### src/fib_pkg.sv
// ----------------------------------------------------------------------------
// fib_pkg: shared constants and types for the Fibonacci matrix power block
// Holds the modulus, field widths and the reduction helper types.
// ----------------------------------------------------------------------------
package fib_pkg;

	localparam int unsigned POS_W    = 32;
	localparam int unsigned RES_W    = 30;
	localparam int unsigned DEG_BITS_DEF = 32;
	localparam logic [RES_W-1:0] FIB_MOD = 30'd1000000009;
	// sum of two 60-bit products stays below 2^61
	localparam int unsigned ACC_W    = 61;
	localparam int unsigned PROD_W   = 60;

	// multiplier unit request
	typedef struct packed {
		logic             start;
		logic [RES_W-1:0] a;
		logic [RES_W-1:0] b;
		logic [RES_W-1:0] c;
		logic [RES_W-1:0] d;
	} dot_req_t;

	typedef struct packed {
		logic             done;
		logic [RES_W-1:0] res;
	} dot_rsp_t;

endpackage

### src/fibonacci_mod_prime_matrix_power.sv
// Fibonacci by 2x2 matrix power modulo 1000000009. Each item carries start,
// end and shift; the exponent e = end - start - shift gives F(e+1), or zero
// when e is negative. One item is worked at a time: the square-and-multiply
// sequencer drives a single shared modular dot-product unit. One matrix entry
// goes through issue, two products, folds of the upper bits, a final compare
// and subtract, and handoff; a matrix step is four entries, one square per
// exponent bit and one more multiply per set bit. A negative exponent skips
// the sequencer and goes straight to the output stage. The input is not ready
// while an item is worked or while its result waits for a full output
// register; a result held in the output register does not block the next item.
// ----------------------------------------------------------------------------
// fibonacci_mod_prime_matrix_power: top level
// Stream wrapper around the exponent sequencer and shared dot-product unit.
// ----------------------------------------------------------------------------
module fibonacci_mod_prime_matrix_power
	import fib_pkg::*;
#(
	parameter int unsigned DEG_BITS = DEG_BITS_DEF
) (
	input  logic         clk,
	input  logic         arst_n,
	input  logic         s_tvalid,
	output logic         s_tready,
	input  logic [95:0]  s_tdata,  // start_pos[31:0], end_pos[63:32], shift[95:64]
	output logic         m_tvalid,
	input  logic         m_tready,
	output logic [31:0]  m_tdata   // ways_mod[29:0], zero pad [31:30]
);

	typedef enum logic [1:0] { ST_IDLE, ST_RUN, ST_PUT } st_t;

	st_t              st_q;
	logic             neg_q;
	logic             out_vld_q;
	logic [RES_W-1:0] res_q;
	logic             slot_free;
	logic [POS_W+1:0] e_full;
	logic             e_neg;
	logic             seq_go;
	logic             seq_busy, seq_done;
	logic [RES_W-1:0] seq_tl;
	dot_req_t         req;
	dot_rsp_t         rsp;

	// exact signed difference in 34 bits
	assign e_full = {2'b00, s_tdata[63:32]} - {2'b00, s_tdata[31:0]}
	              - {2'b00, s_tdata[95:64]};
	assign e_neg  = e_full[POS_W+1];
	assign s_tready = (st_q == ST_IDLE);
	assign seq_go   = s_tvalid && s_tready && !e_neg;
	assign slot_free = !out_vld_q || m_tready;

	fib_seq #(.DEG_BITS(DEG_BITS)) u_seq (
		.clk      (clk),
		.arst_n   (arst_n),
		.go       (seq_go),
		.exp_bits (DEG_BITS'(e_full)),
		.busy     (seq_busy),
		.done     (seq_done),
		.top_left (seq_tl),
		.req      (req),
		.rsp      (rsp)
	);

	fib_dot u_dot (
		.clk    (clk),
		.arst_n (arst_n),
		.req    (req),
		.rsp    (rsp)
	);

	// accept, run, then hand the result to the output register
	always_ff @(posedge clk or negedge arst_n) begin
		if (!arst_n) begin
			st_q      <= ST_IDLE;
			neg_q     <= 1'b0;
			out_vld_q <= 1'b0;
			res_q     <= '0;
		end else begin
			case (st_q)
				ST_IDLE: begin
					if (s_tvalid) begin
						neg_q <= e_neg;
						if (e_neg) st_q <= ST_PUT;
						else st_q <= ST_RUN;
					end
				end
				ST_RUN: begin
					if (seq_done) st_q <= ST_PUT;
				end
				ST_PUT: if (slot_free) st_q <= ST_IDLE;
				default: st_q <= ST_IDLE;
			endcase

			// load the output register once it is free, drop it when taken
			if (st_q == ST_PUT && slot_free) begin
				res_q     <= neg_q ? '0 : seq_tl;
				out_vld_q <= 1'b1;
			end else if (m_tready) begin
				out_vld_q <= 1'b0;
			end
		end
	end

	assign m_tvalid = out_vld_q;
	assign m_tdata  = {2'b00, res_q};

	ap_run_busy: assert property (@(posedge clk) disable iff (!arst_n)
		(st_q == ST_RUN && !seq_done) |-> seq_busy)
		else $error("sequencer idle during run");
	ap_out_range: assert property (@(posedge clk) disable iff (!arst_n)
		m_tvalid |-> res_q < FIB_MOD)
		else $error("output out of range");
	ap_seq_idle: assert property (@(posedge clk) disable iff (!arst_n)
		seq_done |-> st_q == ST_RUN)
		else $error("unexpected sequencer finish");
	ap_out_hold: assert property (@(posedge clk) disable iff (!arst_n)
		(m_tvalid && !m_tready) |=> (m_tvalid && $stable(m_tdata)))
		else $error("output item changed while waiting");

endmodule

### src/fib_dot.sv
// ----------------------------------------------------------------------------
// fib_dot: modular dot product unit
// Computes (a*b + c*d) mod FIB_MOD on one shared 31x30 multiplier: two
// products, then fold the bits above 2^30 back in as hi * (2^30 mod FIB_MOD)
// until the value fits 30 bits, and finish with one compare and subtract.
// ----------------------------------------------------------------------------
module fib_dot
	import fib_pkg::*;
(
	input  logic     clk,
	input  logic     arst_n,
	input  dot_req_t req,
	output dot_rsp_t rsp
);

	typedef enum logic [1:0] {
		ST_IDLE, ST_P1, ST_FOLD, ST_DONE
	} st_t;

	localparam int unsigned HI_W = ACC_W - RES_W;
	// 2^30 mod FIB_MOD: weight of the bits above the low 30
	localparam logic [RES_W-1:0] FOLD_C = 30'd73741815;

	st_t              st_q;
	logic [RES_W-1:0] c_q, d_q;
	logic [ACC_W-1:0] rem_q;
	logic [HI_W-1:0]  mul_x;
	logic [RES_W-1:0] mul_y;
	logic [ACC_W-1:0] mul_out;
	logic [HI_W-1:0]  rem_hi;
	logic [ACC_W-1:0] rem_lo;

	assign rem_hi = rem_q[ACC_W-1:RES_W];
	assign rem_lo = {{HI_W{1'b0}}, rem_q[RES_W-1:0]};

	// one multiplier, shared between both products and every fold
	always_comb begin
		case (st_q)
			ST_IDLE: begin
				mul_x = HI_W'(req.a);
				mul_y = req.b;
			end
			ST_P1: begin
				mul_x = HI_W'(c_q);
				mul_y = d_q;
			end
			default: begin
				mul_x = rem_hi;
				mul_y = FOLD_C;
			end
		endcase
	end

	assign mul_out = {{RES_W{1'b0}}, mul_x} * {{HI_W{1'b0}}, mul_y};

	always_ff @(posedge clk or negedge arst_n) begin
		if (!arst_n) begin
			st_q  <= ST_IDLE;
			c_q   <= '0;
			d_q   <= '0;
			rem_q <= '0;
		end else begin
			case (st_q)
				ST_IDLE: begin
					if (req.start) begin
						rem_q <= mul_out;
						c_q   <= req.c;
						d_q   <= req.d;
						st_q  <= ST_P1;
					end
				end
				ST_P1: begin
					rem_q <= rem_q + mul_out;
					st_q  <= ST_FOLD;
				end
				ST_FOLD: begin
					// fold the upper bits until the value fits 30 bits
					if (rem_hi != '0) begin
						rem_q <= mul_out + rem_lo;
					end else begin
						if (rem_q[RES_W-1:0] >= FIB_MOD) rem_q <= rem_lo - ACC_W'(FIB_MOD);
						st_q <= ST_DONE;
					end
				end
				ST_DONE: st_q <= ST_IDLE;
				default: st_q <= ST_IDLE;
			endcase
		end
	end

	assign rsp.done = (st_q == ST_DONE);
	assign rsp.res  = rem_q[RES_W-1:0];

	ap_res_lt_mod: assert property (@(posedge clk) disable iff (!arst_n)
		rsp.done |-> rem_q < ACC_W'(FIB_MOD))
		else $error("reduced value not below modulus");
	ap_done_pulse: assert property (@(posedge clk) disable iff (!arst_n)
		rsp.done |=> !rsp.done)
		else $error("done held longer than one cycle");
	ap_start_idle: assert property (@(posedge clk) disable iff (!arst_n)
		(req.start && st_q == ST_IDLE) |=> st_q == ST_P1)
		else $error("start not taken");

endmodule

### src/fib_seq.sv
// ----------------------------------------------------------------------------
// fib_seq: square-and-multiply sequencer
// Walks the exponent bits from the top, issuing the dot products of each
// matrix square and multiply to the shared unit one entry at a time.
// ----------------------------------------------------------------------------
module fib_seq
	import fib_pkg::*;
#(
	parameter int unsigned DEG_BITS = DEG_BITS_DEF
) (
	input  logic                clk,
	input  logic                arst_n,
	input  logic                go,
	input  logic [DEG_BITS-1:0] exp_bits,
	output logic                busy,
	output logic                done,
	output logic [RES_W-1:0]    top_left,
	output dot_req_t            req,
	input  dot_rsp_t            rsp
);

	localparam int unsigned BIT_W = (DEG_BITS > 1) ? $clog2(DEG_BITS) : 1;

	typedef enum logic [1:0] { ST_IDLE, ST_ISSUE, ST_WAIT, ST_DONE } st_t;

	st_t                 st_q;
	logic [RES_W-1:0]    m_q [4];
	logic [RES_W-1:0]    n_q [4];
	logic [DEG_BITS-1:0] e_q;
	logic [BIT_W-1:0]    bit_q;
	logic [1:0]          ent_q;
	logic                mul_q;  // 0: square, 1: times base
	logic [RES_W-1:0]    y0, y1, y2, y3;

	// second operand: acc itself when squaring, else [[1,1],[1,0]]
	always_comb begin
		if (mul_q) begin
			y0 = RES_W'(1); y1 = RES_W'(1); y2 = RES_W'(1); y3 = '0;
		end else begin
			y0 = m_q[0]; y1 = m_q[1]; y2 = m_q[2]; y3 = m_q[3];
		end
	end

	// entry r = x[row][0]*y[0][col] + x[row][1]*y[1][col]
	always_comb begin
		req.start = (st_q == ST_ISSUE);
		req.a = ent_q[1] ? m_q[2] : m_q[0];
		req.c = ent_q[1] ? m_q[3] : m_q[1];
		req.b = ent_q[0] ? y1 : y0;
		req.d = ent_q[0] ? y3 : y2;
	end

	always_ff @(posedge clk or negedge arst_n) begin
		if (!arst_n) begin
			st_q  <= ST_IDLE;
			ent_q <= '0;
			mul_q <= 1'b0;
			bit_q <= '0;
		end else begin
			case (st_q)
				ST_IDLE: begin
					if (go) begin
						m_q[0] <= RES_W'(1); m_q[1] <= '0;
						m_q[2] <= '0;        m_q[3] <= RES_W'(1);
						e_q    <= exp_bits;
						bit_q  <= BIT_W'(DEG_BITS - 1);
						ent_q  <= '0;
						mul_q  <= 1'b0;
						st_q   <= ST_ISSUE;
					end
				end
				ST_ISSUE: st_q <= ST_WAIT;
				ST_WAIT: begin
					if (rsp.done) begin
						n_q[ent_q] <= rsp.res;
						if (ent_q != 2'd3) begin
							ent_q <= ent_q + 1'b1;
							st_q  <= ST_ISSUE;
						end else begin
							// commit the finished matrix
							m_q[0] <= n_q[0]; m_q[1] <= n_q[1];
							m_q[2] <= n_q[2]; m_q[3] <= rsp.res;
							ent_q  <= '0;
							if (!mul_q && e_q[bit_q]) begin
								mul_q <= 1'b1;
								st_q  <= ST_ISSUE;
							end else if (bit_q == '0) begin
								st_q <= ST_DONE;
							end else begin
								mul_q <= 1'b0;
								bit_q <= bit_q - 1'b1;
								st_q  <= ST_ISSUE;
							end
						end
					end
				end
				ST_DONE: st_q <= ST_IDLE;
				default: st_q <= ST_IDLE;
			endcase
		end
	end

	assign busy     = (st_q != ST_IDLE);
	assign done     = (st_q == ST_DONE);
	assign top_left = m_q[0];

	ap_go_idle: assert property (@(posedge clk) disable iff (!arst_n)
		(go && !busy) |=> st_q == ST_ISSUE)
		else $error("go not taken");
	ap_issue_wait: assert property (@(posedge clk) disable iff (!arst_n)
		req.start |=> st_q == ST_WAIT)
		else $error("issue not followed by wait");
	ap_tl_range: assert property (@(posedge clk) disable iff (!arst_n)
		done |-> top_left < FIB_MOD)
		else $error("result out of range");

endmodule
### config.mk
export PLATFORM = sky130hd
export DESIGN_NAME = fibonacci_mod_prime_matrix_power
export DESIGN_NICKNAME = d
export VERILOG_FILES = /design/src/fib_pkg.sv /design/src/fibonacci_mod_prime_matrix_power.sv /design/src/fib_dot.sv /design/src/fib_seq.sv
export SDC_FILE = /design/constraint.sdc
export NUM_CORES = 2
export LEC_CHECK = 0
export ABC_CLOCK_PERIOD_IN_PS = 12800
export BUFFER_PORTS_ARGS = -buffer_cell sky130_fd_sc_hd__clkbuf_2
export CORE_MARGIN = 5
export CORE_UTILIZATION = 51
export CTS_CLUSTER_DIAMETER = 200
export DETAILED_ROUTE_END_ITERATION = 10
export HOLD_SLACK_MARGIN = 0.12
export PLACE_DENSITY_LB_ADDON = 0.08
export SKIP_LAST_GASP = 1
export SLEW_MARGIN = 0
export SYNTH_ARGS = -nofsm -noshare
export SYNTH_HDL_FRONTEND = slang
export SYNTH_SLANG_ARGS = --single-unit
### constraint.sdc
create_clock -name clk -period 12.8 [get_ports clk]
set_input_delay 1.28 -clock clk [delete_from_list [all_inputs] [get_ports clk]]
set_output_delay 1.28 -clock clk [all_outputs]
set_load 0.01 [all_outputs]
==> reports/metrics.csv <==
metric;value;unit
syn_to_final_growth;8.992;%
ys_seq_area_share;20.21;%
ant_nets;0;
vias_per_cell;5.814;
critPathCapture;u_dot.rem_q[55]$_DFFE_PN0P_;
hpwl;154.9;mm
drv_cap;0;
clock_latency;0.62;ns
ff2ff_path_depth;40;
wl;192.1;mm
drt_first_pass_iters;6;
die_area;117800;µm²
synth_edf_count;242;
netlist_area;56650;µm²
netlist_top_cells_area;fa_1 29%, edfxtp_1 13%, ha_1 8.6%;
r2r-end;u_dot.rem_q[55]$_DFFE_PN0P_;
start_util;51.26;%
nets;7715;
grt_max_degree;121;
setup_slack;0.4731;ns
crit_type;reg -> reg;
cp_max_fo;12;
gp_congestion;0.9962;
grtUsageTotal;32.86;%
tightest_slew;1.255;ns
numCtsBuffers;48;
htree_num_levels;2;
clockRootBuffer;clkbuf_16;
cp_slowest_cell;o21ai_2;
core-area;110500;µm²
min_period_over_period;96.30;%
route.vias.total;46173;
synthArstFlopShare;40.83;%
max_clock_freq;0.08112;GHz
ctsHoldBuffers;0;
status;finished clean;
grt.overflow.total;0;
hold_viol;0;
die_x;343.3;µm
first_global_vias;46600;
cp-startpoint;u_dot.st_q[1]$_DFFE_PN0P_;
cp.arrival;12.85;ns
hp-start;u_dot.c_q[29]$_DFFE_PN0P_;
ys_warn_count;0;
wl_per_cell;24.19;µm
grt_pass1_wl;292.4;mm
ios;134;
tns;0;ns
final_util;55.87;%
worstHoldPathType;reg -> reg;
die_y;343.3;µm
startpoint_type;flop;
first_iter_violations;4469;
syn_area_per_cell;9.003;µm²
clk_path_buf_depth;3;
yosys_register_bits;409;
r2r_slack;0.47;ns
place_ws;0.3531;ns
clkSinkCount;409;
layout-drive-gt1-share;9.904;%
finClkSkew;0.02512;ns
drcViolationCount;0;
antenna_found_initial;7;
post-synth-top-area-fraction;28.66;%
max_slew_margin;15.75;%
period_minus_slack;12.33;ns
clk_pin_slew;0.06;ns
syn_inst;6292;
r2r_start;u_dot.st_q[1]$_DFFE_PN0P_;
yosys.cell_types.count;111;
cts_tree;built;
finalMaxSlewViolations;0;
yosysTopAreaCell;fa_1;
end_kind;flop;
required;13.33;ns
finalSetupViolCount;0;
rsz0062_at_grt;no;
slowest_delay;0.71;ns
io_buffers;131;
synthFlopType;edfxtp_1;
crit_top_cell;fa_1;
core.rowCount;122;
==> routing by layer <==
metal / up-vias / track usage (%) / wire, µm
met5: - / 0 / 34
met3: 385 / 7.074 / 19700
met4: 6 / 11.19 / 8195
met2: 2107 / 50.24 / 83050
met1: 23004 / 46.82 / 81150
li1: 20671 / - / -
==> cells by family (layout without fill, tap and decap cells) <==
group | count (synthesis) | in the layout | synth area share (%)
AND/OR/NAND/NOR | 1973 | 1973 | 15.54
buffers and inverters | 1326 | 1472 | 9.151
adder cells (fa/ha/maj) | 1202 | 1202 | 37.30
AO/OA/AOI/OAI | 1064 | 1064 | 12.27
flip-flops | 409 | 409 | 20.21
XOR/XNOR | 179 | 179 | 2.781
multiplexers | 137 | 137 | 2.743
other | 2 | 18 | 0.01326
==> Yosys cell counts, drive strengths merged, types with 40 or more instances <==
library cell  number
o21ai            287
a21oi            232
mux2              46
inv             1009
clkbuf           280
ha               391
fa               811
a211oi            56
dfrtp            167
nor2             662
nor3              53
nand3             58
a21o              81
mux2i             81
and2             149
nand4             40
o31ai             54
nand2            775
a31oi             59
xor2              66
nand2b            78
xnor2            113
edfxtp           242
==> layout make-up <==
cell class	count	area (µm²)
fillers	10225	48780
multi-input cells	4571	40450
flip-flops and latches	409	11450
inverters	1010	3791
repair buffers	373	2589
well taps	1488	1862
clock buffers	65	1306
clock inverters	24	285.3
diodes	2	5.005
==> per-stage QoR <==
step           hold slack (ns)  instances  instance area [µm²]
2_1_floorplan           0.4437       6306                56700
3_3_place_gp            0.4604       7845                59920
3_5_place_dp            0.4675       7845                59920
4_1_cts                 0.4827       7934                61510
5_1_grt                 0.5021       7940                61740
6_report                0.4778       7942                61740
==> flip-flops by register name, summed over array words and instances, names as in the netlist <==
signal       count
m_tvalid         1
neg_q            1
res_q           30
st_q             2
u_dot.c_q       30
u_dot.d_q       30
u_dot.rem_q     61
u_dot.st_q       2
u_seq.bit_q      5
u_seq.e_q       32
u_seq.ent_q      2
u_seq.m_q      120
u_seq.mul_q      1
u_seq.n_q       90
u_seq.st_q       2
==> worst min-delay path by stage <==
stage | to | depth (start not counted) | slack (ns)
after CTS | u_dot.c_q[29]$_DFFE_PN0P_ | 2 | 0.48
after global routing | u_dot.d_q[23]$_DFFE_PN0P_ | 2 | 0.50
after detailed placement | u_dot.d_q[23]$_DFFE_PN0P_ | 2 | 0.47
final | u_dot.c_q[29]$_DFFE_PN0P_ | 2 | 0.48
after floorplan | st_q[0]$_DFFE_PN0P_ | 1 | 0.44
after global placement | u_dot.d_q[27]$_DFFE_PN0P_ | 2 | 0.46
==> critical path, delay by kind of cell, from the launching register on <==
family,cells,cell delay (ns)
and+or+nand+nor,12,2.78
buffers and inverters,7,1.20
xor gates and xnor gates,1,0.17
DFF,1,0.40
adders and majority gates,11,5.13
AOI/OAI and AO/OA,9,2.54
==> layout by cell type (no fill, tap or decap), types with 49 or more instances in the layout <==
cell type / count
a211oi_1: 53
and2_1: 143
nor2_1: 659
xnor2_1: 112
clkbuf_2: 130
mux2i_1: 81
a21oi_1: 230
nand2b_1: 77
nor3_1: 52
buf_4: 233
fa_1: 811
nand3_1: 58
xor2_1: 65
a21o_1: 77
o31ai_1: 53
ha_1: 388
dfrtp_1: 165
clkbuf_16: 49
edfxtp_1: 242
o21ai_0: 265
inv_1: 1008
nand2_1: 775
==> repair_timing <==
item                                    in CTS  in global routing
gates resized for setup                      0                 25
buffers inserted                             0                  6
endpoints found under the setup margin       0                 17
Power is left out: the tool's default activity adds up to more than one toggle a clock period on the data nets, which glitch-free logic cannot reach.
